===== src/hw/rtl/watrt_pkg.sv =====
`timescale 1ns / 1ps
`default_nettype none
// ----------------------------------------------------------------------------
// watrt_pkg
// Shared types, constants and helpers of the weekly alarm table relay timer.
// ----------------------------------------------------------------------------
package watrt_pkg;

  localparam int ALARM_SLOTS_DEF = 32;
  localparam int DAY_BIT_BASE    = 8;

  localparam int COUNT_W = 6;
  localparam int SLOT_W  = 5;
  localparam int HOUR_W  = 5;
  localparam int MIN_W   = 6;
  localparam int DAYS_W  = 8;
  localparam int DUR_W   = 16;
  localparam int DOW_W   = 3;
  localparam int CIDX_W  = 2;
  localparam int CDATA_W = 6;
  localparam int IN_DATA_W  = 56;
  localparam int OUT_DATA_W = 16;

  // request kinds on in_tuser
  localparam logic REQ_WRITE = 1'b0;
  localparam logic REQ_TICK  = 1'b1;

  // configuration register indexes
  localparam logic [CIDX_W-1:0] CFG_ALARM_COUNT     = 2'd0;
  localparam logic [CIDX_W-1:0] CFG_SWITCH_MODE     = 2'd1;
  localparam logic [CIDX_W-1:0] CFG_PROGRAM_ENABLED = 2'd2;

  // slot write broadcast to every cell
  typedef struct packed {
    logic              en;
    logic [SLOT_W-1:0] slot;
    logic [HOUR_W-1:0] hour;
    logic [MIN_W-1:0]  minute;
    logic [DAYS_W-1:0] days;
    logic [DUR_W-1:0]  dur;
  } wr_t;

  // current time of the tick under scan, held steady during the scan
  typedef struct packed {
    logic              armed;
    logic [HOUR_W-1:0] hour;
    logic [MIN_W-1:0]  minute;
    logic [DOW_W-1:0]  dow;
  } query_t;

  // token handed from cell to cell
  typedef struct packed {
    logic              valid;
    logic              found;
    logic [SLOT_W-1:0] fidx;
    logic [DUR_W-1:0]  dur;
  } probe_t;

  // weekday dow selects day-mask bit (8 - dow); other weekdays never match
  function automatic logic day_hit(input logic [DAYS_W-1:0] days, input logic [DOW_W-1:0] dow);
    logic hit;
    hit = 1'b0;
    case (dow)
      3'd1:    hit = days[DAY_BIT_BASE-1];
      3'd2:    hit = days[DAY_BIT_BASE-2];
      3'd3:    hit = days[DAY_BIT_BASE-3];
      3'd4:    hit = days[DAY_BIT_BASE-4];
      3'd5:    hit = days[DAY_BIT_BASE-5];
      3'd6:    hit = days[DAY_BIT_BASE-6];
      3'd7:    hit = days[DAY_BIT_BASE-7];
      default: hit = 1'b0;
    endcase
    return hit;
  endfunction

endpackage
`default_nettype wire


===== src/hw/rtl/watrt_cell.sv =====
`timescale 1ns / 1ps
`default_nettype none
// ----------------------------------------------------------------------------
// watrt_cell
// One alarm slot: holds its entry and passes the scan token on, claiming it
// when the slot is the first match.
// ----------------------------------------------------------------------------
module watrt_cell
  import watrt_pkg::*;
#(
  parameter int IDX = 0
) (
  input  wire logic               clk,
  input  wire logic               rst_n,
  input  wire wr_t                wr_i,
  input  wire query_t             query_i,
  input  wire logic [COUNT_W-1:0] count_i,
  input  wire probe_t             probe_i,
  output probe_t                  probe_o
);

  logic [HOUR_W-1:0] hour_r;
  logic [MIN_W-1:0]  minute_r;
  logic [DAYS_W-1:0] days_r;
  logic [DUR_W-1:0]  dur_r;
  probe_t            probe_r;
  probe_t            probe_nxt;
  logic              active;
  logic              sel;
  logic              hit;

  assign active = (9'(count_i) > 9'(IDX));
  assign sel    = wr_i.en && (9'(wr_i.slot) == 9'(IDX));

  assign hit = probe_i.valid && !probe_i.found && query_i.armed && active &&
               days_r[0] && (hour_r == query_i.hour) && (minute_r == query_i.minute) &&
               day_hit(days_r, query_i.dow);

  always_comb begin
    probe_nxt = probe_i;
    if (hit) begin
      probe_nxt.found = 1'b1;
      probe_nxt.fidx  = SLOT_W'(IDX);
      probe_nxt.dur   = dur_r;
    end
  end

  always_ff @(posedge clk) begin
    if (sel) begin
      hour_r   <= wr_i.hour;
      minute_r <= wr_i.minute;
      days_r   <= wr_i.days;
      dur_r    <= wr_i.dur;
    end
  end

  always_ff @(posedge clk) begin
    if (!rst_n) begin
      probe_r <= '0;
    end else begin
      probe_r <= probe_nxt;
    end
  end

  assign probe_o = probe_r;

endmodule
`default_nettype wire


===== src/hw/rtl/weekly_alarm_table_relay_timer.sv =====
`timescale 1ns / 1ps
`default_nettype none
// ----------------------------------------------------------------------------
// weekly_alarm_table_relay_timer
// Weekly time switch: a row of alarm slot cells scanned by a token on every
// one-second tick; alarms match only on a new minute; drives relay, lamp, buzzer.
// ----------------------------------------------------------------------------
// Usage:
//   in_*  : one word per request. in_tuser = 0 writes one slot of the table,
//           in_tuser = 1 is the one-second tick carrying the current time.
//   out_* : exactly one word per request, in request order: relay, lamp,
//           buzzer, fired flag and the index of the first matching slot.
//   cfg_* : alarm count, switch mode and program enable; write while idle.
// Flow:
//   a write request goes from idle to the done state and gives its word from
//   the output register; a tick walks its token through all ALARM_SLOTS cells,
//   one cell a cycle, then gives its word through the done state. One request
//   is in work at a time: in_tready is high only while idle, so the next one
//   waits until the last word is handed to the output register.
// Reset clears the relay, lamp, countdown and last minute, the registers and
//   the output; the slot table holds nothing until written.
// A stalled receiver holds the finished word in the output register; the
//   block then finishes the next request and waits until the register frees.
// ----------------------------------------------------------------------------
module weekly_alarm_table_relay_timer
  import watrt_pkg::*;
#(
  parameter int ALARM_SLOTS = ALARM_SLOTS_DEF
) (
  input  wire logic                  clk,
  input  wire logic                  rst_n,
  input  wire logic                  in_tvalid,
  output logic                       in_tready,
  // slot[4:0] entry_hour[9:5] entry_minute[15:10] entry_days[23:16]
  // entry_duration[39:24] hour_now[44:40] minute_now[50:45] day_of_week[53:51]
  input  wire logic [IN_DATA_W-1:0]  in_tdata,
  // req_type[0]
  input  wire logic [0:0]            in_tuser,
  output logic                       out_tvalid,
  input  wire logic                  out_tready,
  // relay_on[0] led_on[1] buzzer_on[2] alarm_fired[3] fired_slot[8:4]
  output logic [OUT_DATA_W-1:0]      out_tdata,
  input  wire logic                  cfg_wr_en,
  input  wire logic [CIDX_W-1:0]     cfg_index,
  input  wire logic [CDATA_W-1:0]    cfg_wdata
);

  typedef enum logic [2:0] {
    ST_IDLE = 3'b001,
    ST_SCAN = 3'b010,
    ST_DONE = 3'b100
  } state_t;

  state_t state_r, state_nxt;

  logic [COUNT_W-1:0] alarm_count_r;
  logic               switch_mode_r;
  logic               program_enabled_r;

  logic [DUR_W-1:0]   rem_r, rem_nxt;
  logic [MIN_W-1:0]   last_min_r, last_min_nxt;
  logic               relay_r, relay_nxt;
  logic               led_r, led_nxt;

  logic               res_buzz_r, res_buzz_nxt;
  logic               res_fired_r, res_fired_nxt;
  logic [SLOT_W-1:0]  res_fslot_r, res_fslot_nxt;

  logic               out_valid_r, out_valid_nxt;
  logic [OUT_DATA_W-1:0] out_data_r, out_data_nxt;

  query_t             query_r, query_nxt;
  probe_t             launch_r, launch_nxt;
  probe_t             chain_w [ALARM_SLOTS+1];
  wr_t                wr_bus;

  logic               in_acc;
  logic               is_tick;
  logic [HOUR_W-1:0]  hour_now;
  logic [MIN_W-1:0]   minute_now;
  logic [DOW_W-1:0]   dow_now;
  probe_t             scan_end;
  logic [DUR_W-1:0]   rem_eff;

  assign in_tready  = (state_r == ST_IDLE);
  assign in_acc     = in_tvalid && in_tready;
  assign is_tick    = (in_tuser[0] == REQ_TICK);
  assign hour_now   = in_tdata[44:40];
  assign minute_now = in_tdata[50:45];
  assign dow_now    = in_tdata[53:51];

  assign wr_bus.en     = in_acc && (in_tuser[0] == REQ_WRITE);
  assign wr_bus.slot   = in_tdata[4:0];
  assign wr_bus.hour   = in_tdata[9:5];
  assign wr_bus.minute = in_tdata[15:10];
  assign wr_bus.days   = in_tdata[23:16];
  assign wr_bus.dur    = in_tdata[39:24];

  assign chain_w[0] = launch_r;
  assign scan_end   = chain_w[ALARM_SLOTS];

  for (genvar g = 0; g < ALARM_SLOTS; g++) begin : g_cell
    watrt_cell #(
      .IDX (g)
    ) u_cell (
      .clk     (clk),
      .rst_n   (rst_n),
      .wr_i    (wr_bus),
      .query_i (query_r),
      .count_i (alarm_count_r),
      .probe_i (chain_w[g]),
      .probe_o (chain_w[g+1])
    );
  end

  // a match in pulse mode reloads the countdown before it is stepped
  assign rem_eff = (scan_end.found && !switch_mode_r) ? scan_end.dur : rem_r;

  always_comb begin
    state_nxt     = state_r;
    rem_nxt       = rem_r;
    last_min_nxt  = last_min_r;
    relay_nxt     = relay_r;
    led_nxt       = led_r;
    res_buzz_nxt  = res_buzz_r;
    res_fired_nxt = res_fired_r;
    res_fslot_nxt = res_fslot_r;
    query_nxt     = query_r;
    launch_nxt    = launch_r;
    launch_nxt.valid = 1'b0;
    out_valid_nxt = out_valid_r;
    out_data_nxt  = out_data_r;

    if (out_valid_r && out_tready) begin
      out_valid_nxt = 1'b0;
    end

    case (state_r)
      ST_IDLE: begin
        if (in_acc) begin
          res_buzz_nxt  = 1'b0;
          res_fired_nxt = 1'b0;
          res_fslot_nxt = '0;
          if (is_tick) begin
            query_nxt.armed  = (minute_now != last_min_r) && program_enabled_r;
            query_nxt.hour   = hour_now;
            query_nxt.minute = minute_now;
            query_nxt.dow    = dow_now;
            last_min_nxt     = minute_now;
            launch_nxt       = '0;
            launch_nxt.valid = 1'b1;
            state_nxt        = ST_SCAN;
          end else begin
            state_nxt = ST_DONE;
          end
        end
      end
      ST_SCAN: begin
        if (scan_end.valid) begin
          res_fired_nxt = scan_end.found;
          res_fslot_nxt = scan_end.found ? scan_end.fidx : '0;
          if (switch_mode_r) begin
            if (scan_end.found) begin
              relay_nxt = (scan_end.dur != '0);
              led_nxt   = (scan_end.dur != '0);
            end
          end else if (rem_eff == '0) begin
            rem_nxt   = '0;
            relay_nxt = 1'b0;
          end else begin
            rem_nxt      = rem_eff - DUR_W'(1);
            relay_nxt    = 1'b1;
            res_buzz_nxt = 1'b1;
          end
          state_nxt = ST_DONE;
        end
      end
      ST_DONE: begin
        if (!out_valid_r || out_tready) begin
          out_valid_nxt = 1'b1;
          out_data_nxt  = {7'd0, res_fslot_r, res_fired_r, res_buzz_r, led_r, relay_r};
          state_nxt     = ST_IDLE;
        end
      end
      default: begin
        state_nxt = ST_IDLE;
      end
    endcase
  end

  always_ff @(posedge clk) begin
    if (!rst_n) begin
      state_r           <= ST_IDLE;
      alarm_count_r     <= '0;
      switch_mode_r     <= 1'b0;
      program_enabled_r <= 1'b0;
      rem_r             <= '0;
      last_min_r        <= '0;
      relay_r           <= 1'b0;
      led_r             <= 1'b0;
      out_valid_r       <= 1'b0;
      launch_r          <= '0;
    end else begin
      state_r     <= state_nxt;
      rem_r       <= rem_nxt;
      last_min_r  <= last_min_nxt;
      relay_r     <= relay_nxt;
      led_r       <= led_nxt;
      out_valid_r <= out_valid_nxt;
      launch_r    <= launch_nxt;
      if (cfg_wr_en) begin
        case (cfg_index)
          CFG_ALARM_COUNT:     alarm_count_r     <= cfg_wdata;
          CFG_SWITCH_MODE:     switch_mode_r     <= cfg_wdata[0];
          CFG_PROGRAM_ENABLED: program_enabled_r <= cfg_wdata[0];
          default:             ;
        endcase
      end
    end
  end

  always_ff @(posedge clk) begin
    res_buzz_r  <= res_buzz_nxt;
    res_fired_r <= res_fired_nxt;
    res_fslot_r <= res_fslot_nxt;
    query_r     <= query_nxt;
    out_data_r  <= out_data_nxt;
  end

  assign out_tvalid = out_valid_r;
  assign out_tdata  = out_data_r;

endmodule
`default_nettype wire


===== config.mk =====
export PLATFORM = sky130hd
export DESIGN_NAME = weekly_alarm_table_relay_timer
export DESIGN_NICKNAME = d
export VERILOG_FILES = /design/src/hw/rtl/watrt_pkg.sv /design/src/hw/rtl/watrt_cell.sv /design/src/hw/rtl/weekly_alarm_table_relay_timer.sv
export SDC_FILE = /design/constraint.sdc
export NUM_CORES = 2
export LEC_CHECK = 0
export ABC_CLOCK_PERIOD_IN_PS = 11800
export BUFFER_PORTS_ARGS = -buffer_cell sky130_fd_sc_hd__buf_4
export CORE_ASPECT_RATIO = 1.25
export CORE_UTILIZATION = 67
export DETAILED_ROUTE_END_ITERATION = 16
export HOLD_SLACK_MARGIN = 0.1
export PLACE_DENSITY = 0.94
export SLEW_MARGIN = 20
export SYNTH_ARGS = -nofsm -noshare
export SYNTH_HDL_FRONTEND = slang
export SYNTH_HIERARCHICAL = 1
export SYNTH_SLANG_ARGS = --single-unit

===== constraint.sdc =====
create_clock -name clk -period 11.8 [get_ports clk]
set_input_delay 1.77 -clock clk [delete_from_list [all_inputs] [get_ports clk]]
set_output_delay 1.77 -clock clk [all_outputs]
set_load 0.005 [all_outputs]

==> metrics.md <==
| Metric | Value |
|---|---|
| Status | `completed` |
| Library cells used by synthesis | `109` |
| Mapped Area | `71400 um^2` |
| Filler instances | `5032` |
| Min-delay worst type | `register to register` |
| Sequential cell area fraction in the yosys report | `70.1%` |
| H-tree depth | `4` |
| GRT Util Overall | `37.5%` |
| Die Wd | `294 um` |
| DRC | `0` |
| Leading area contributor after synthesis | `edfxtp_1` |
| DRT Pass-1 Iters | `9` |
| CTS Hold Bufs | `0` |
| Int Pwr | `10400 uW` |
| R2r setup slk | `7640 ps` |
| Post-CTS sizing | `0` |
| Routed Antenna Nets | `0` |
| Total CTS buffers | `171` |
| CTS tree | `done` |
| Final min period | `4160 ps` |
| Worst Skew | `34.7 ps` |
| CP Max Fanout | `66` |
| Clock network fraction of design power | `42.7%` |
| Comb pwr share | `3.8%` |
| Worst-path cell chain | `buf_4, buf_4, mux2i_1, mux4_2, nor3_4, buf_8, mux2i_1` |
| CP Data Arrival Time | `4850 ps` |
| Sequential power share | `53.5%` |
| Sink Count | `1924` |
| Number of global-route vias before repair | `48035` |
| RSZ-0062 raised after global routing | `false` |
| Maximum buffer depth of the clock tree | `3` |
| Die height | `367 um` |
| Rows | `133` |
| Final period util | `35.2%` |
| Fin. Hold Viols | `0` |
| Buffers on Ports | `78` |
| CORE AREA | `105000 um^2` |
| Clk root buf | `clkbuf_16` |
| Setup ws final | `7640 ps` |
| Achievable Freq | `240 MHz` |
| Synth top cells by count | `edfxtp_1, dfxtp_1, nand2_1` |
| Share of cells above drive strength 1 | `12.4%` |
| Setup Viol. Count Final | `0` |
| Critical path capture point type | `register` |
| Total gr overflow | `0` |
| Worst EP required | `12490 ps` |
| Per-cell routed wire length | `30.3 um` |
| Slowest Stage Delay on Critical Path | `970 ps` |
| Yosys warnings | `6` |
| Nets | `5233` |
| Setup WS pre-CTS | `7130 ps` |
| Area grow syn2layout | `10.2%` |
| Syn_area_per_cell | `14.2 um^2` |
| Clock-pin slew on the worst setup and hold paths | `70 ps` |
| # IOs | `88` |
| GPL Wtd Cong | `0.841` |
| Detailed Place HPWL | `94900 um` |
| Setup TNS | `0 ps` |
| Crit path kind | `register to register` |
| Starting Density | `67.7%` |
| DIE AREA | `108000 um^2` |
| Top-area cell type share of the netlist area | `48.4%` |
| Cell count after placement | `6404` |
| Clock latency at the later pin of the worst-skew pair | `790 ps` |
| Largest net degree at the start of global routing | `172` |
| Critical Path Start Type | `register` |
| Avg Vias per Cell | `6.88` |
| Antenna violations before repair | `4` |
| Setup Fix Bufs, Post-CTS | `0` |
| Crit-path slowest cell | `buf_4` |
| Max cap viols | `0` |
| Post-Layout Cell Count | `6734` |
| Register bit total from synthesis | `1924` |
| Total area of multi-input combinational cells | `19900 um^2` |
| Max IR drop VDD | `163 uV` |
| Rel. slew slack | `24.1%` |
| Switching share of power | `22.2%` |
| Most instantiated library cell after synthesis | `edfxtp_1` |
| Synth async-reset ratio | `0%` |
| First-pass GRT wire length | `299000 um` |
| Power per cell area | `170 nW/um^2` |
| Leakage | `0.0264 uW` |
| Switching power | `2970 uW` |
| Number of synthesized flops with an enable pin | `1151` |
| Slew Limit Fails | `0` |
| Vias | `46309` |
| Tot Pwr | `13400 uW` |
| Largest cells by area after synthesis | `edfxtp_1, dfxtp_1, mux2i_1` |
| Cells after synthesis | `5017` |
| Starting DRT DRC Count | `6892` |
| Worst-Margin Slew | `1140 ps` |
| Dominant synthesized flop cell | `edfxtp_1` |
| Drt total wl | `204000 um` |
| Sequential cell area | `50000 um^2` |
==> power by group through the flow <==
stage / Clock, uW / Combinational (uW) / Sequential [uW]
after CTS: 5690 / 480 / 7150
after global routing: 5930 / 508 / 7150
after detailed placement: 0 / 458 / 7300
after global placement: 0 / 437 / 7300
after floorplan: 0 / 216 / 7330
final: 5700 / 510 / 7150
==> sequential cells by signal (all words and copies together), names as in the netlist <==
| register | cells |
|---|---|
| g_cell.u_cell/probe_o | 736 |
| g_cell.u_cell/dur_r | 512 |
| g_cell.u_cell/days_r | 256 |
| g_cell.u_cell/minute_r | 192 |
| g_cell.u_cell/hour_r | 160 |
| rem_r | 16 |
| query_r | 15 |
| out_tdata | 9 |
| alarm_count_r | 6 |
| last_min_r | 6 |
| res_fslot_r | 5 |
| state_r | 3 |
| chain_w | 1 |
| led_r | 1 |
| out_tvalid | 1 |
| program_enabled_r | 1 |
| relay_r | 1 |
| res_buzz_r | 1 |
| res_fired_r | 1 |
| switch_mode_r | 1 |
==> path summary, 6_finish.rpt <==
kind                                     start  cells after the start                           end
worst min register to register  res_fslot_r[3]                      0                  out_tdata[7]
worst max-delay path                query_r[1]                      7  g_cell[25].u_cell/probe_o[8]
worst max register to register      query_r[1]                      7  g_cell[25].u_cell/probe_o[8]
worst min-delay path            res_fslot_r[3]                      0                  out_tdata[7]
==> layer usage <==
metal | GRT usage [%] | share of wire, % | vias up
met5 | 0 | 0.0054 | -
met4 | 28.0 | 8.6 | 2
met3 | 8.76 | 12 | 1273
met2 | 61.6 | 48 | 4396
met1 | 42.7 | 31 | 22115
li1 | - | - | 18523
==> kinds of logic after synthesis <==
kind of cell / share of synthesized area [%]
compound gates: 6.18
other cells: 0.00525
flops: 70.1
mux: 6.49
xor+xnor: 4.51
simple gates: 10.3
buf+inv: 2.37
fa+ha+maj: 0.0351
==> cell type report <==
type / count / area share (%)
clock buffer: 254 / 6.28
tap: 1417 / 2.25
multi-input combinational: 2881 / 25.3
antenna: 8 / 0.0255
sequential: 1924 / 63.6
timing repair buffer: 159 / 1.58
inverter: 24 / 0.115
clock inverter: 67 / 0.829
==> critical path: cells and delay by family, from the launching register on <==
kind | cells | cell delay (ps)
flip-flops | 1 | 320
buffers and inverters | 3 | 1820
multiplexers | 3 | 1260
AND/OR/NAND/NOR | 1 | 600
==> cells in the final DEF, fill, tap and decap left out, types with 47 or more instances in the layout <==
cell type,count
dfxtp_1,771
buf_4,154
xnor2_1,141
edfxtp_1,1151
nand3_1,233
a21oi_1,231
nor2_1,54
xor2_1,225
nand2_1,659
o21a_1,116
mux2i_1,371
o21ai_1,111
clkbuf_1,57
nor4_1,50
o21ai_0,111
nand4_1,47
clkbuf_16,179
==> per-stage QoR <==
stage | instance area, um^2 | hold slack (ps) | util (%)
2_1_floorplan | 71500 | 400 | -
3_3_place_gp | 73000 | 401 | 69.3
3_5_place_dp | 73000 | 410 | 69.3
4_1_cts | 78600 | 426 | 74.6
5_1_grt | 78600 | 430 | 74.7
6_report | 78700 | 425 | 74.7
(Power assumes the default switching activity.)
